--- src/sv/c6502_pkg.sv ---
// Shared types and constants for the 6502-subset core.
package c6502_pkg;

   // flag_bits layout: N V D I Z C, bit 5 down to bit 0
   localparam int unsigned FLAG_C = 0;
   localparam int unsigned FLAG_Z = 1;
   localparam int unsigned FLAG_I = 2;
   localparam int unsigned FLAG_D = 3;
   localparam int unsigned FLAG_V = 4;
   localparam int unsigned FLAG_N = 5;

   localparam logic OP_RESET = 1'b0;
   localparam logic OP_DONE  = 1'b1;

   // sequencer phases
   localparam logic [2:0] PH_IDLE   = 3'd0;
   localparam logic [2:0] PH_VEC_LO = 3'd1;
   localparam logic [2:0] PH_VEC_HI = 3'd2;
   localparam logic [2:0] PH_FETCH  = 3'd3;
   localparam logic [2:0] PH_OPER1  = 3'd4;
   localparam logic [2:0] PH_OPER2  = 3'd5;
   localparam logic [2:0] PH_READ   = 3'd6;
   localparam logic [2:0] PH_STORE  = 3'd7;

   localparam logic [15:0] VEC_LO = 16'hFFFC;
   localparam logic [15:0] VEC_HI = 16'hFFFD;

   localparam logic [7:0] OPC_CLC     = 8'h18;
   localparam logic [7:0] OPC_SEC     = 8'h38;
   localparam logic [7:0] OPC_CLI     = 8'h58;
   localparam logic [7:0] OPC_SEI     = 8'h78;
   localparam logic [7:0] OPC_CLV     = 8'hB8;
   localparam logic [7:0] OPC_CLD     = 8'hD8;
   localparam logic [7:0] OPC_SED     = 8'hF8;
   localparam logic [7:0] OPC_JMP     = 8'h4C;
   localparam logic [7:0] OPC_STA     = 8'h8D;
   localparam logic [7:0] OPC_BIT_IMM = 8'h89;

   // low five opcode bits select the addressing group
   localparam logic [4:0] LOW_BRANCH = 5'h10;
   localparam logic [4:0] LOW_IMM    = 5'h09;
   localparam logic [4:0] LOW_ABS    = 5'h0D;

   // opcode rows (bits 7:5) select the ALU operation
   localparam logic [2:0] ALU_ORA = 3'd0;
   localparam logic [2:0] ALU_AND = 3'd1;
   localparam logic [2:0] ALU_EOR = 3'd2;
   localparam logic [2:0] ALU_ADC = 3'd3;
   localparam logic [2:0] ALU_LDA = 3'd5;
   localparam logic [2:0] ALU_CMP = 3'd6;
   localparam logic [2:0] ALU_SBC = 3'd7;

   // branch condition select (opcode bits 7:6)
   localparam logic [1:0] BR_N = 2'd0;
   localparam logic [1:0] BR_V = 2'd1;
   localparam logic [1:0] BR_C = 2'd2;
   localparam logic [1:0] BR_Z = 2'd3;

   typedef enum logic [2:0] {
      KIND_NONE, KIND_FLAG, KIND_BRANCH, KIND_IMM, KIND_ABS, KIND_STORE, KIND_JUMP
   } op_kind_type;

   typedef struct packed {
      logic       op;
      logic [7:0] rdata;
   } req_type;

   typedef struct packed {
      logic        bus_valid;
      logic [15:0] bus_addr;
      logic        bus_write;
      logic [7:0]  bus_wdata;
      logic        instr_done;
      logic        halted;
      logic [15:0] pc_now;
      logic [7:0]  acc_now;
      logic [7:0]  status_now;
   } rsp_type;

   // architectural and sequencing state
   typedef struct packed {
      logic [15:0] pc;
      logic [7:0]  acc;
      logic [5:0]  flags;
      logic [2:0]  phase;
      logic [7:0]  opcode;
      logic [15:0] operand;
      logic        halt;
   } cpu_state_type;

endpackage

--- src/sv/c6502_alu.sv ---
// Binary ALU for ORA, AND, EOR, ADC, LDA, CMP and SBC.
module c6502_alu
   import c6502_pkg::*;
(
   input  logic [2:0] alu_op,
   input  logic [7:0] acc,
   input  logic [7:0] operand,
   input  logic [5:0] flags,
   output logic [7:0] acc_out,
   output logic [5:0] flags_out
);

   logic [7:0] addend;
   logic       carry_in;
   logic [8:0] sum;
   logic [7:0] result;

   // SBC and CMP add the inverted operand; CMP forces carry in
   assign addend   = (alu_op == ALU_ADC) ? operand : ~operand;
   assign carry_in = (alu_op == ALU_CMP) ? 1'b1 : flags[FLAG_C];
   assign sum      = {1'b0, acc} + {1'b0, addend} + {8'd0, carry_in};

   always_comb begin
      acc_out   = acc;
      flags_out = flags;
      result    = operand;
      case (alu_op)
         ALU_ORA: begin
            result  = acc | operand;
            acc_out = result;
         end
         ALU_AND: begin
            result  = acc & operand;
            acc_out = result;
         end
         ALU_EOR: begin
            result  = acc ^ operand;
            acc_out = result;
         end
         ALU_ADC, ALU_SBC: begin
            result            = sum[7:0];
            acc_out           = result;
            flags_out[FLAG_C] = sum[8];
            flags_out[FLAG_V] = ~(acc[7] ^ addend[7]) & (acc[7] ^ result[7]);
         end
         ALU_CMP: begin
            result            = sum[7:0];
            flags_out[FLAG_C] = sum[8];
         end
         default: begin
            // LDA
            result  = operand;
            acc_out = operand;
         end
      endcase
      flags_out[FLAG_N] = result[7];
      flags_out[FLAG_Z] = (result == 8'd0);
   end

endmodule

--- src/sv/c6502_exec.sv ---
// Single-step sequencer: next state and bus request for one completed access.
module c6502_exec
   import c6502_pkg::*;
(
   input  cpu_state_type st,
   input  req_type       item,
   output cpu_state_type st_next,
   output rsp_type       rsp
);

   function automatic op_kind_type classify(input logic [7:0] code);
      op_kind_type k;
      case (code)
         OPC_CLC, OPC_SEC, OPC_CLI, OPC_SEI, OPC_CLV, OPC_CLD, OPC_SED: k = KIND_FLAG;
         OPC_JMP:     k = KIND_JUMP;
         OPC_STA:     k = KIND_STORE;
         OPC_BIT_IMM: k = KIND_NONE;
         default: begin
            if (code[4:0] == LOW_BRANCH)   k = KIND_BRANCH;
            else if (code[4:0] == LOW_IMM) k = KIND_IMM;
            else if (code[4:0] == LOW_ABS) k = KIND_ABS;
            else                           k = KIND_NONE;
         end
      endcase
      return k;
   endfunction

   op_kind_type fetch_kind;
   op_kind_type cur_kind;
   logic [7:0]  alu_acc;
   logic [5:0]  alu_flags;
   logic        br_flag;
   logic        br_taken;
   logic [15:0] br_offset;
   logic [15:0] pc_plus1;
   logic [15:0] pc_plus2;
   logic [15:0] pc_plus3;
   logic [15:0] operand_full;
   logic        valid;
   logic        wr;
   logic        done;
   logic [15:0] addr;

   c6502_alu u_alu (
      .alu_op    (st.opcode[7:5]),
      .acc       (st.acc),
      .operand   (item.rdata),
      .flags     (st.flags),
      .acc_out   (alu_acc),
      .flags_out (alu_flags)
   );

   assign fetch_kind   = classify(item.rdata);
   assign cur_kind     = classify(st.opcode);
   assign pc_plus1     = st.pc + 16'd1;
   assign pc_plus2     = st.pc + 16'd2;
   assign pc_plus3     = st.pc + 16'd3;
   assign br_offset    = {{8{item.rdata[7]}}, item.rdata};
   assign operand_full = {item.rdata, st.operand[7:0]};

   // opcode bits 7:6 pick N, V, C, Z; bit 5 is the value that takes the branch
   always_comb begin
      case (st.opcode[7:6])
         BR_N:    br_flag = st.flags[FLAG_N];
         BR_V:    br_flag = st.flags[FLAG_V];
         BR_C:    br_flag = st.flags[FLAG_C];
         default: br_flag = st.flags[FLAG_Z];
      endcase
      br_taken = (br_flag == st.opcode[5]);
   end

   always_comb begin
      st_next = st;
      valid   = 1'b0;
      wr      = 1'b0;
      done    = 1'b0;
      addr    = 16'd0;
      if (item.op == OP_RESET) begin
         st_next.halt  = 1'b0;
         st_next.phase = PH_VEC_LO;
         valid         = 1'b1;
         addr          = VEC_LO;
      end else if (!st.halt && st.phase != PH_IDLE) begin
         valid = 1'b1;
         case (st.phase)
            PH_VEC_LO: begin
               st_next.operand = {8'd0, item.rdata};
               st_next.phase   = PH_VEC_HI;
               addr            = VEC_HI;
            end
            PH_VEC_HI: begin
               st_next.pc    = operand_full;
               st_next.phase = PH_FETCH;
               done          = 1'b1;
               addr          = operand_full;
            end
            PH_FETCH: begin
               st_next.opcode = item.rdata;
               if (fetch_kind == KIND_NONE) begin
                  st_next.halt  = 1'b1;
                  st_next.phase = PH_IDLE;
                  valid         = 1'b0;
               end else if (fetch_kind == KIND_FLAG) begin
                  case (item.rdata)
                     OPC_CLC: st_next.flags[FLAG_C] = 1'b0;
                     OPC_SEC: st_next.flags[FLAG_C] = 1'b1;
                     OPC_CLI: st_next.flags[FLAG_I] = 1'b0;
                     OPC_SEI: st_next.flags[FLAG_I] = 1'b1;
                     OPC_CLV: st_next.flags[FLAG_V] = 1'b0;
                     OPC_CLD: st_next.flags[FLAG_D] = 1'b0;
                     default: st_next.flags[FLAG_D] = 1'b1;
                  endcase
                  st_next.pc = pc_plus1;
                  done       = 1'b1;
                  addr       = pc_plus1;
               end else begin
                  st_next.phase = PH_OPER1;
                  addr          = pc_plus1;
               end
            end
            PH_OPER1: begin
               if (cur_kind == KIND_BRANCH) begin
                  st_next.pc    = br_taken ? (pc_plus2 + br_offset) : pc_plus2;
                  st_next.phase = PH_FETCH;
                  done          = 1'b1;
                  addr          = st_next.pc;
               end else if (cur_kind == KIND_IMM) begin
                  st_next.acc   = alu_acc;
                  st_next.flags = alu_flags;
                  st_next.pc    = pc_plus2;
                  st_next.phase = PH_FETCH;
                  done          = 1'b1;
                  addr          = pc_plus2;
               end else begin
                  st_next.operand = {8'd0, item.rdata};
                  st_next.phase   = PH_OPER2;
                  addr            = pc_plus2;
               end
            end
            PH_OPER2: begin
               st_next.operand = operand_full;
               addr            = operand_full;
               if (cur_kind == KIND_JUMP) begin
                  st_next.pc    = operand_full;
                  st_next.phase = PH_FETCH;
                  done          = 1'b1;
               end else if (cur_kind == KIND_STORE) begin
                  st_next.phase = PH_STORE;
                  wr            = 1'b1;
               end else begin
                  st_next.phase = PH_READ;
               end
            end
            PH_READ: begin
               st_next.acc   = alu_acc;
               st_next.flags = alu_flags;
               st_next.pc    = pc_plus3;
               st_next.phase = PH_FETCH;
               done          = 1'b1;
               addr          = pc_plus3;
            end
            default: begin
               // store write finished
               st_next.pc    = pc_plus3;
               st_next.phase = PH_FETCH;
               done          = 1'b1;
               addr          = pc_plus3;
            end
         endcase
      end
   end

   always_comb begin
      rsp.bus_valid  = valid;
      rsp.bus_addr   = valid ? addr : 16'd0;
      rsp.bus_write  = valid & wr;
      rsp.bus_wdata  = (valid && wr) ? st_next.acc : 8'd0;
      rsp.instr_done = done;
      rsp.halted     = st_next.halt;
      rsp.pc_now     = st_next.pc;
      rsp.acc_now    = st_next.acc;
      rsp.status_now = {st_next.flags[FLAG_N], st_next.flags[FLAG_V], 2'b00,
                        st_next.flags[FLAG_D], st_next.flags[FLAG_I],
                        st_next.flags[FLAG_Z], st_next.flags[FLAG_C]};
   end

endmodule

--- src/sv/cpu_6502_subset_core.sv ---
// 6502-subset core: one bus access completion in, next bus request out.
// A result passes through the input register, then the result register; one item
// per cycle sustained while the output is not stalled, set by the single
// sequencer/ALU step between the two registers.
// Reset (synchronous, active high) clears the CPU state and both stage valids.
module cpu_6502_subset_core
   import c6502_pkg::*;
(
   input  logic    clock,
   input  logic    reset,
   input  logic    req_valid,
   output logic    req_stall,
   input  req_type req_data,
   output logic    rsp_valid,
   input  logic    rsp_stall,
   output rsp_type rsp_data
);

   req_type       req_ff;
   logic          req_vld_ff;
   cpu_state_type state_ff;
   cpu_state_type state_in;
   rsp_type       rsp_ff;
   rsp_type       rsp_in;
   logic          rsp_vld_ff;
   logic          out_free;
   logic          advance;

   assign out_free  = !rsp_vld_ff || !rsp_stall;
   assign advance   = req_vld_ff && out_free;
   assign req_stall = req_vld_ff && !out_free;
   assign rsp_valid = rsp_vld_ff;
   assign rsp_data  = rsp_ff;

   c6502_exec u_exec (
      .st      (state_ff),
      .item    (req_ff),
      .st_next (state_in),
      .rsp     (rsp_in)
   );

   always_ff @(posedge clock) begin
      if (reset) begin
         req_vld_ff <= 1'b0;
         rsp_vld_ff <= 1'b0;
         state_ff   <= '0;
      end else begin
         if (!req_stall) begin
            req_vld_ff <= req_valid;
         end
         if (out_free) begin
            rsp_vld_ff <= req_vld_ff;
         end
         if (advance) begin
            state_ff <= state_in;
         end
      end
   end

   always_ff @(posedge clock) begin
      if (!req_stall) begin
         req_ff <= req_data;
      end
      if (advance) begin
         rsp_ff <= rsp_in;
      end
   end

endmodule
--- config.mk ---
export PLATFORM = sky130hd
export DESIGN_NAME = cpu_6502_subset_core
export DESIGN_NICKNAME = d
export VERILOG_FILES = /design/src/sv/c6502_pkg.sv /design/src/sv/c6502_alu.sv /design/src/sv/c6502_exec.sv /design/src/sv/cpu_6502_subset_core.sv
export SDC_FILE = /design/constraint.sdc
export NUM_CORES = 1
export LEC_CHECK = 0
export BUFFER_PORTS_ARGS = -buffer_cell sky130_fd_sc_hd__buf_4
export CAP_MARGIN = 15
export CORE_MARGIN = 2
export CORE_UTILIZATION = 60
export CTS_CLUSTER_DIAMETER = 150
export DETAILED_ROUTE_END_ITERATION = 10
export PLACE_DENSITY = 0.8
export SYNTH_ARGS = -nofsm -noshare
export SYNTH_HDL_FRONTEND = slang
export SYNTH_SLANG_ARGS = --single-unit
--- constraint.sdc ---
create_clock -name clock -period 9.6 [get_ports clock]
set_clock_uncertainty 0.1 [all_clocks]
set_input_delay 0.48 -clock clock [delete_from_list [all_inputs] [get_ports clock]]
set_output_delay 0.48 -clock clock [all_outputs]
set_load 0.005 [all_outputs]
# After elaboration in Yosys (flattened, before gate mapping)
# Index checks and enable logic that the tools add are counted.
[totals]
regBits = 127
inputBits = 13
word_cells = 187
out_inout_bits = 62
[op_classes]
bitwise = 10
n_reduce_logical = 28
n_addsub = 6
eq_ne = 49
n_mux = 72
[ops]
columns = ["operator", "n"]
rows = [
  ["two-way mux 16 bit", 11],
  ["equality test 8 bit, second input constant", 10],
  ["case mux 16 bit (5 select lines)", 1],
  ["case mux 16 bit (4 select lines)", 1],
  ["two-way mux 30 bit", 2],
  ["two-way mux 58 bit", 1],
  ["equality test 8 x 7 -> 1 bit, second input constant", 6],
  ["case mux 16 bit (3 select lines)", 1],
  ["two-way mux 3 bit", 14],
  ["case mux 8 bit (5 select lines)", 1],
  ["case mux 3 bit (4 select lines)", 3],
  ["adder 16 x 2 -> 16 bit, second input constant", 2],
  ["case mux 8 bit (4 select lines)", 1],
  ["two-way mux 1 bit", 24],
  ["equality test 3 bit, second input constant", 7],
  ["equality test 5 x 4 -> 1 bit, second input constant", 4],
  ["equality test 3 x 2 -> 1 bit, second input constant", 6],
  ["case mux 9 bit (2 select lines)", 1],
  ["adder 16 x 1 -> 16 bit, second input constant", 1],
  ["adder 16 bit", 1],
  ["equality test 8 x 5 -> 1 bit, second input constant", 2],
  ["equality test 8 x 6 -> 1 bit, second input constant", 2],
  ["two-way mux 8 bit", 2],
  ["two-way mux 14 bit", 1],
  ["other kinds (38)", 60],
]

# Longest topological paths before layout
# Gate-level depths: netlist (run 1).
[depth]
ltp_word = 12
mapped_depth = 18

# Modules after synthesis
# From an unflattened synthesis (run 1), not the netlist that was laid out.
[unflattened]
cells_unflattened = 1311
area_unflattened_um2 = 11118.2
[modules_own_cells]
columns = ["mod", "seq_area_each_um2", "area_each_um2", "n_inst", "cells_each"]
rows = [
  ["c6502_exec", 0.0, 5139.9, 1, 803],
  ["cpu_6502_subset_core", 3273.1, 4735.8, 1, 330],
  ["c6502_alu", 0.0, 1242.4, 1, 178],
]

# Least setup slack after synthesis (run 1)
# OpenSTA, ideal clock, no wires.
[synth_path]
path_type = "register to register"
start = "register state_ff[23] (netlist bit)"
end = "register rsp_ff, in the netlist rsp_data[1], data pin"
stages_incl_launch_ff = 16
n_path_buf = 4
path_slack_ns = 5.855
arrival_time_ns = 3.494
cell_sequence = "dfxtp_1 > buf_6 > buf_4 > and2_1 > clkbuf_1 > nand2b_1 > clkbuf_1 > xnor2_1 > fa_1 > inv_1 > fa_1 > nor2b_1 > o22ai_1 > or4_1 > or3_1 > a31oi_1"
[synth_rtl]
columns = ["item", "line", "rtl"]
rows = [
  ["start, declared", "cpu_6502_subset_core.sv:21", "cpu_state_type state_ff;"],
  ["start signal, assigned", "cpu_6502_subset_core.sv:55", "state_ff <= state_in;"],
  ["end signal, assigned", "cpu_6502_subset_core.sv:65", "rsp_ff <= rsp_in;"],
  ["end, declared", "cpu_6502_subset_core.sv:23", "rsp_type rsp_ff;"],
]

# Worst setup path after layout (run 1)
[layout_path]
start = "register state_ff[22] (netlist bit)"
end = "register rsp_ff, in the netlist rsp_data[40], data pin"
[layout_between]
elab_chain_cells = 10
word_cells_on_any_way = 39
[layout_rtl]
columns = ["item", "line"]
rows = [
  ["equality test 3 x 2 -> 1 bit, or another cell as far along", "c6502_alu.sv:19, c6502_alu.sv:27"],
  ["two-way mux 8 bit / OR reduction 7 bit (equally long branches)", "--"],
  ["adder 8 x 8 -> 9 bit / case mux 3 bit (4 select lines) (equally long branches)", "c6502_alu.sv:21, c6502_exec.sv:13"],
  ["adder 9 x 1 -> 9 bit / equality test 3 bit (equally long branches)", "c6502_alu.sv:21, c6502_exec.sv:147"],
  ["case mux 8 bit (5 select lines) / two-way mux 1 bit (equally long branches)", "c6502_alu.sv:27, c6502_exec.sv:147"],
  ["two-way mux 30 bit / two-way mux 1 bit (equally long branches)", "c6502_exec.sv:127, c6502_exec.sv:143"],
  ["two-way mux 14 bit / two-way mux 1 bit (equally long branches)", "c6502_exec.sv:122, c6502_exec.sv:85"],
  ["case mux 9 bit (2 select lines) / two-way mux 1 bit (equally long branches)", "c6502_exec.sv:85, c6502_exec.sv:83"],
  ["two-way mux 58 bit / two-way mux 1 bit (equally long branches)", "c6502_exec.sv:83, c6502_exec.sv:78"],
  ["two-way mux 30 bit / logical AND 1 bit (equally long branches)", "c6502_exec.sv:78, c6502_exec.sv:177"],
]
# Parallel ways exist; a longest one is shown, timed or not. The select of a mux whose other input is x is not followed.
# A chain may end at the register's enable or synchronous reset.

==> metrics.txt, run 1 <==
final setup vio count 0; Mapped Area 9502 sq um; Die ar. 16860 sq um; Worst-Skew Late Latency 0.43 ns; initial detailed-routing violation count 1648; crit-path max cell delay 0.79 ns; max-slew violations 0; P&R area growth vs syn 11.83%; Cells after DPL 1392; Detail Route Antenna Nets 0; Period Utilization, post-route 46.59%; WL/cell 24.17 um; CORE AREA 15660 sq um; Reg-to-Reg End rsp_data[40]; cell count after synthesis 1180; Core Util, Final 67.87%; Root Buffer clkbuf_16; WP data arrival 4.54 ns; dpl ws 5.184 ns; R2R setup slack 5.13 ns; FP Rows 46; sum of buffers and inverters on the critical path 1; Nets 1254; # hold bufs at CTS 0; Reg2Reg Depth 14; commonest non-fill, non-tap cells in the layout nor2_1 (131), nand2_1 (122), a21oi_1 (100); crit end category register; async set-or-reset flop fraction in the synthesized netlist 0%; layout cells sized above 1 12.99%; Via-to-Cell Ratio 6.806; # clock sinks 119; Leakage 0.003935 uW; crit path cell chain and2_1 > nand2b_1 > xnor2_1 > fa_1 > inv_1 > fa_1 > nor2b_1 > o31a_1 > nor4_1 > nor3_1 > a221oi_1 > nor3_1 > a21oi_1 > nor2_1; Die Y-Extent 129.8 um; GPL Wtd Cong 1.041; post-detail-place hpwl 23640 um; antenna violations before repair 1; gr ovfl total 0; critical path peak fanout 18; Post-CTS Resized 0; antenna cells 0; VDD IR max 0.1310 mV; number of vias in the routed layout 9698; failing checks DRC; Synth cell types 95; dominant synthesized flop cell edfxtp_1; Slew headroom 31.71%; status finished, violations left; pwr/cell area 139.7 nW/um^2; Slew @ Worst Pin 1.019 ns; RSZ-0062 raised after global routing false; max cap viols 0; Min-Delay Path Depth 1; delay-heaviest family, CP simple AND/OR/NAND/NOR gates; Worst path slowest cell dfxtp_1; hold path start req_data[7]; critical path class register to register; Setup TNS 0 ns; CP Data Required Time 9.66 ns; clock buffer depth 2; Starting Density 60.69%; CP Launch Type register; Hold Path Sink req_ff[7]; Layout Cells excl Fill 1425; hold crit path type input port to register; Final min period 4.472 ns; clock-pin slew on the worst setup and hold paths 0.05 ns; buffers added on ports 72; # Post-CTS Setup Buffers 0; H-tree depth 4; f_max 223.6 MHz; drt pass-1 iters 10; CTS buffer count 17; EDFF count, synth 67; CTS tree yes; total global routing track utilization 40.86%; final hold viol count 0; number of global-route vias before repair 8830; global-route wire length before repair 51760 um; pin count of the biggest net entering global routing 83; Syn. warnings 0; most common cell after layout, fill and taps aside nor2_1; final worst slack 5.128 ns; Die X-Extent 129.8 um; io pins 75; Yosys reg bits 119; # DRC 1; RR Startpoint state_ff[22]; post-synthesis sequential area ratio 32.13%; WL final 34440 um; Syn Area/Cell 8.052 sq um
synth_stat cells (8+ instances only):
| cell | number | area (sq um) |
|---|---|---|
| nor3_1 | 27 | 135.1 |
| a31oi_1 | 12 | 75.07 |
| dfxtp_1 | 52 | 1041 |
| xor2_1 | 24 | 210.2 |
| a21o_1 | 12 | 90.09 |
| mux2i_1 | 12 | 120.1 |
| nand2b_1 | 12 | 75.07 |
| a221oi_1 | 15 | 131.4 |
| o211ai_1 | 14 | 105.1 |
| a22oi_1 | 12 | 90.09 |
| buf_2 | 28 | 140.1 |
| nand2_1 | 122 | 457.9 |
| nor2_1 | 131 | 491.7 |
| o21ai_1 | 10 | 50.05 |
| or3_1 | 12 | 75.07 |
| buf_1 | 9 | 33.78 |
| nand3_1 | 36 | 180.2 |
| clkbuf_1 | 47 | 176.4 |
| edfxtp_1 | 67 | 2012 |
| a211oi_1 | 26 | 195.2 |
| o21ai_0 | 94 | 470.5 |
| xnor2_1 | 39 | 341.6 |
| a21oi_1 | 100 | 500.5 |
| o31ai_1 | 9 | 67.56 |
| nand4_1 | 12 | 75.07 |
| inv_1 | 43 | 161.4 |
| ha_1 | 42 | 525.5 |
| o22ai_1 | 8 | 50.05 |
routing by layer:
metal	vias to the layer above	GRT usage, %	share of wire [%]
met5	-	0	0
met4	0	18.09	4.7
met3	144	13.94	14
met2	736	56.82	40
met1	4478	57.39	42
li1	4340	-	-
registers in the layout, indices dropped and copies added, names as in the netlist:
register and cells:
rsp_data 58, req_vld_ff 1, state_ff 50, rsp_valid 1
req_ff 9
area by class of cell:
class                      count  area [sq um]
clock buffer                  24         481.7
clock inverter                 8         121.4
fill                        1345          5030
inverter                      48         180.2
multi-input combinational    921          5847
sequential                   119          3053
tap                          216         270.3
timing repair buffer          89         671.9
per-stage QoR:
stage	hold WS (ns)	power (uW)	instance area, sq um
after floorplan	0.3482	732.3	9505
after detailed placement	0.3787	816.3	10010
after CTS	0.1249	1473	10610
after global placement	0.3657	813.9	10010
after global routing	0.1223	1523	10630
final	0.1282	1485	10630
logic make-up (layout without fill, tap and decap cells):
logic type | Yosys count | after routing | share of synthesized area (%)
AND/OR/NAND/NOR | 409 | 409 | 20.34
AO/OA/AOI/OAI | 384 | 384 | 26.72
buffers and inverters | 141 | 169 | 6.373
flip-flops | 119 | 119 | 32.13
XOR/XNOR | 67 | 67 | 6.611
adder cells (fa/ha/maj) | 45 | 45 | 6.163
multiplexers | 14 | 14 | 1.620
other | 1 | 2 | 0.03947
power breakdown:
group	switching, uW	internal [uW]	total [uW]	leakage, uW
clock network	238	428	666	0.000294
logic	148	84.2	232	0.00258
registers	25.7	561	586	0.00106
worst max path at each step:
stage / depth (start not counted) / to / startpoint / slack [ns]
floorplan: 15 / rsp_data[1] / state_ff[23] / 5.85
finish: 14 / rsp_data[40] / state_ff[22] / 5.13
global route: 14 / rsp_data[40] / state_ff[22] / 4.80
CTS: 14 / rsp_data[40] / state_ff[22] / 5.17
global placement: 12 / rsp_data[1] / state_ff[22] / 5.24
detailed placement: 14 / rsp_data[40] / state_ff[22] / 5.18
Note: power is estimated with default switching activity, not from simulation.
==> run 2, diff against run 1 <==
--- a/config.mk
+++ b/config.mk
@@ -5,13 +5,14 @@
 export SDC_FILE = /design/constraint.sdc
 export NUM_CORES = 1
 export LEC_CHECK = 0
+export ABC_AREA = 1
 export BUFFER_PORTS_ARGS = -buffer_cell sky130_fd_sc_hd__buf_4
 export CAP_MARGIN = 15
 export CORE_MARGIN = 2
-export CORE_UTILIZATION = 60
+export CORE_UTILIZATION = 56
 export CTS_CLUSTER_DIAMETER = 150
 export DETAILED_ROUTE_END_ITERATION = 10
-export PLACE_DENSITY = 0.8
+export PLACE_DENSITY = 0.78
 export SYNTH_ARGS = -nofsm -noshare
 export SYNTH_HDL_FRONTEND = slang
 export SYNTH_SLANG_ARGS = --single-unit
==> constraint.sdc (replaced) <==
create_clock -name clock -period 3.7 [get_ports clock]
set_clock_uncertainty 0.1 [all_clocks]
set_input_delay 0.185 -clock clock [delete_from_list [all_inputs] [get_ports clock]]
set_output_delay 0.185 -clock clock [all_outputs]
set_load 0.005 [all_outputs]
==> run 2 against run 1 <==
- the flow now finishes without violations
- die area rose by 10%
- combinational power grew to 4.0 times the previous value
- synthesized cell count grew 25%
- first-iteration DRC count fell by 15%
- global-route usage down 1.5 points
- count of clock-buffer cells in the layout shrank 3
- cell count is 28% higher
- register-to-register slack got worse by 4.9 ns
- maximum frequency is 29% higher
==> metrics.txt, run 2 <==
total global routing track utilization 39.35%; commonest non-fill, non-tap cells in the layout nand2_1 (396), inv_1 (183), nor2_1 (135); Mapped Area 9812 sq um; crit-path max cell delay 0.40 ns; Psw 1374 uW; critical path class register to register; gr ovfl total 0; RSZ-0062 raised after global routing false; drt pass-1 iters 6; f_max 287.7 MHz; dominant synthesized flop cell edfxtp_1; GPL Wtd Cong 1.062; Worst-Skew Late Latency 0.44 ns; Reg-to-Reg End rsp_data[57]; Worst Setup EP rsp_data[57]; R2R setup slack 0.22 ns; post-synthesis sequential area ratio 31.11%; max cap viols 0; Slew @ Worst Pin 0.8945 ns; most common cell after layout, fill and taps aside nand2_1; crit path cell chain nand2_1 > nor3_1 > nand3_1 > xor2_1 > buf_4 > ha_1 > inv_1 > nor3_1 > nand3_1 > nand2_1 > nand2_1 > nand3_1 > nand2_1 > o211ai_1 > nand3b_1 > nand2_1 > nand2_1; Synth cell types 53; # DRC 0; FP Rows 48; Worst Setup SP state_ff[46]; cell count after synthesis 1477; top cells by area, synth edfxtp_1 (21%), nand2_1 (15%), dfxtp_1 (11%), inv_1 (7.0%), nand3_1 (6.4%); Detail Route Antenna Nets 0; Syn. warnings 0; post-detail-place hpwl 26600 um; Most Frequent Cell on Critical Path nand2_1; top cells by count, synth nand2_1 (396), inv_1 (183), nor2_1 (137), nand3_1 (125), a21oi_1 (113); WL/cell 19.97 um; Reg2Reg Depth 17; Slew headroom 40.30%; Die X-Extent 136.4 um; layout cells sized above 1 13.75%; WP data arrival 3.55 ns; Seq pwr share 37.1%; number of global-route vias before repair 10020; VDD IR max 0.3478 mV; largest area contributor in the netlist edfxtp_1; global-route wire length before repair 54920 um; clock buffer depth 2; CORE AREA 17240 sq um; Leakage 0.005400 uW; P&R area growth vs syn 16.97%; Die ar. 18600 sq um; buffers added on ports 72; Starting Density 56.93%; Period Utilization, post-route 93.94%; CTS buffer count 17; pin count of the biggest net entering global routing 51; P_int 2743 uW; Comb pwr share 22.7%; WL final 36310 um; Via-to-Cell Ratio 6.035; switching part of the total 33.37%; Cells after DPL 1775; CTS tree yes; final worst slack 0.2243 ns; hold crit path type input port to register; number of vias in the routed layout 10970; H-tree depth 4; final hold viol count 0; hold slack final 0.1435 ns; fillcell total 1600; Die Y-Extent 136.4 um; # Post-CTS Setup Buffers 0; CP Data Required Time 3.78 ns; dpl ws 0.3207 ns; Worst path slowest cell ha_1; status finished clean; # clock sinks 119; Area after DPL 10780 sq um; final setup vio count 0; Syn Area/Cell 6.643 sq um; async set-or-reset flop fraction in the synthesized netlist 0%; crit end category register; initial detailed-routing violation count 1401; EDFF count, synth 67; Root Buffer clkbuf_16; critical path peak fanout 6; top-count cell post-synth nand2_1; Clk pwr share 40.3%; Layout Cells excl Fill 1818; Yosys reg bits 119; max reg flops 58; CP Launch Type register; Non-Filler Cell Area, Final 11480 sq um; share of the synthesized area in the top cell type 20.50%; Nets 1638; max-slew violations 0; Setup TNS 0 ns; pwr/cell area 358.7 nW/um^2; antenna cells 0; antenna violations before repair 0; io pins 75; RR Startpoint state_ff[46]; clock-pin slew on the worst setup and hold paths 0.06 ns; Final min period 3.476 ns
[run 2: changes by cell type after synthesis, sizes merged, moves of 15 or more]
cell | before | now
nand2 | 122 | 406
inv | 46 | 201
nand3 | 38 | 128
xnor2 | 42 | 4
a211oi | 29 | 3
buf | 46 | 26
nand3b | 3 | 22
clkbuf | 47 | 29
a21oi | 100 | 115
a221oi | 16 | 1
[run 2: repair_timing]
action                                  CTS  global route
hold buffers                             11             0
resized for setup                         0             3
endpoints found under the setup margin    0             8
endpoints found under the hold margin    11             0
[run 2: power by group through the flow]
stage	Sequential (uW)	Clock, uW	Combinational [uW]
2_1_floorplan	1540	0	571
3_3_place_gp	1550	0	874
3_5_place_dp	1550	0	883
4_1_cts	1520	1660	897
5_1_grt	1530	1710	1010
6_report	1530	1660	933
[run 2: metrics by stage]
step | total power (uW) | utilization, %
2_1_floorplan | 2109 | -
3_3_place_gp | 2423 | 62.53
3_5_place_dp | 2432 | 62.53
4_1_cts | 4075 | 66.49
5_1_grt | 4246 | 66.59
6_report | 4117 | 66.59
[run 2: cell families (layout without fill, tap and decap cells)]
kind of cell    after synthesis  after routing  share of synthesized area (%)
buf+inv                     258            373                          10.65
flops                       119            119                          31.11
xor+xnor                     39             39                          3.481
fa+ha+maj                    45             45                          5.968
simple gates                747            747                          33.50
other cells                   1              2                        0.03822
compound gates              268            268                          15.25
[run 2: worst min-delay path by stage]
stage	startpoint	to	slack, ns	cells after the start
final	reset	state_ff[46]	0.14	2
after global routing	reset	state_ff[8]	0.16	2
after CTS	reset	state_ff[46]	0.12	2
after detailed placement	req_data[6]	req_ff[6]	0.27	1
after global placement	req_data[6]	req_ff[6]	0.26	1
after floorplan	req_data[0]	req_ff[0]	0.18	0
[run 2: critical path, delay by kind of cell (launching register included)]
kind / cells / cell delay, ns
adder cells (fa/ha/maj): 1 / 0.40
flip-flops: 1 / 0.39
AND/OR/NAND/NOR: 12 / 1.78
XOR/XNOR: 1 / 0.16
AO/OA/AOI/OAI: 1 / 0.10
buffers and inverters: 2 / 0.27
[run 2: area by class of cell]
class                      count  area [sq um]  share of cell area (%)
clock buffer                  21         493.0                   4.295
multi-input combinational   1101          5743                   50.04
inverter                     203         762.0                   6.639
sequential                   119          3054                   26.61
clock inverter                11         80.08                  0.6977
tap                          225         281.5                   2.453
timing repair buffer         138          1064                   9.266
[run 2: layer usage]
metal | wire length [um] | GRT usage, % | vias up
met5 | 0 | 0 | -
met4 | 2122 | 23.09 | 0
met3 | 3963 | 8.650 | 157
met2 | 16070 | 60.89 | 733
met1 | 14160 | 50.37 | 5014
li1 | - | - | 5067
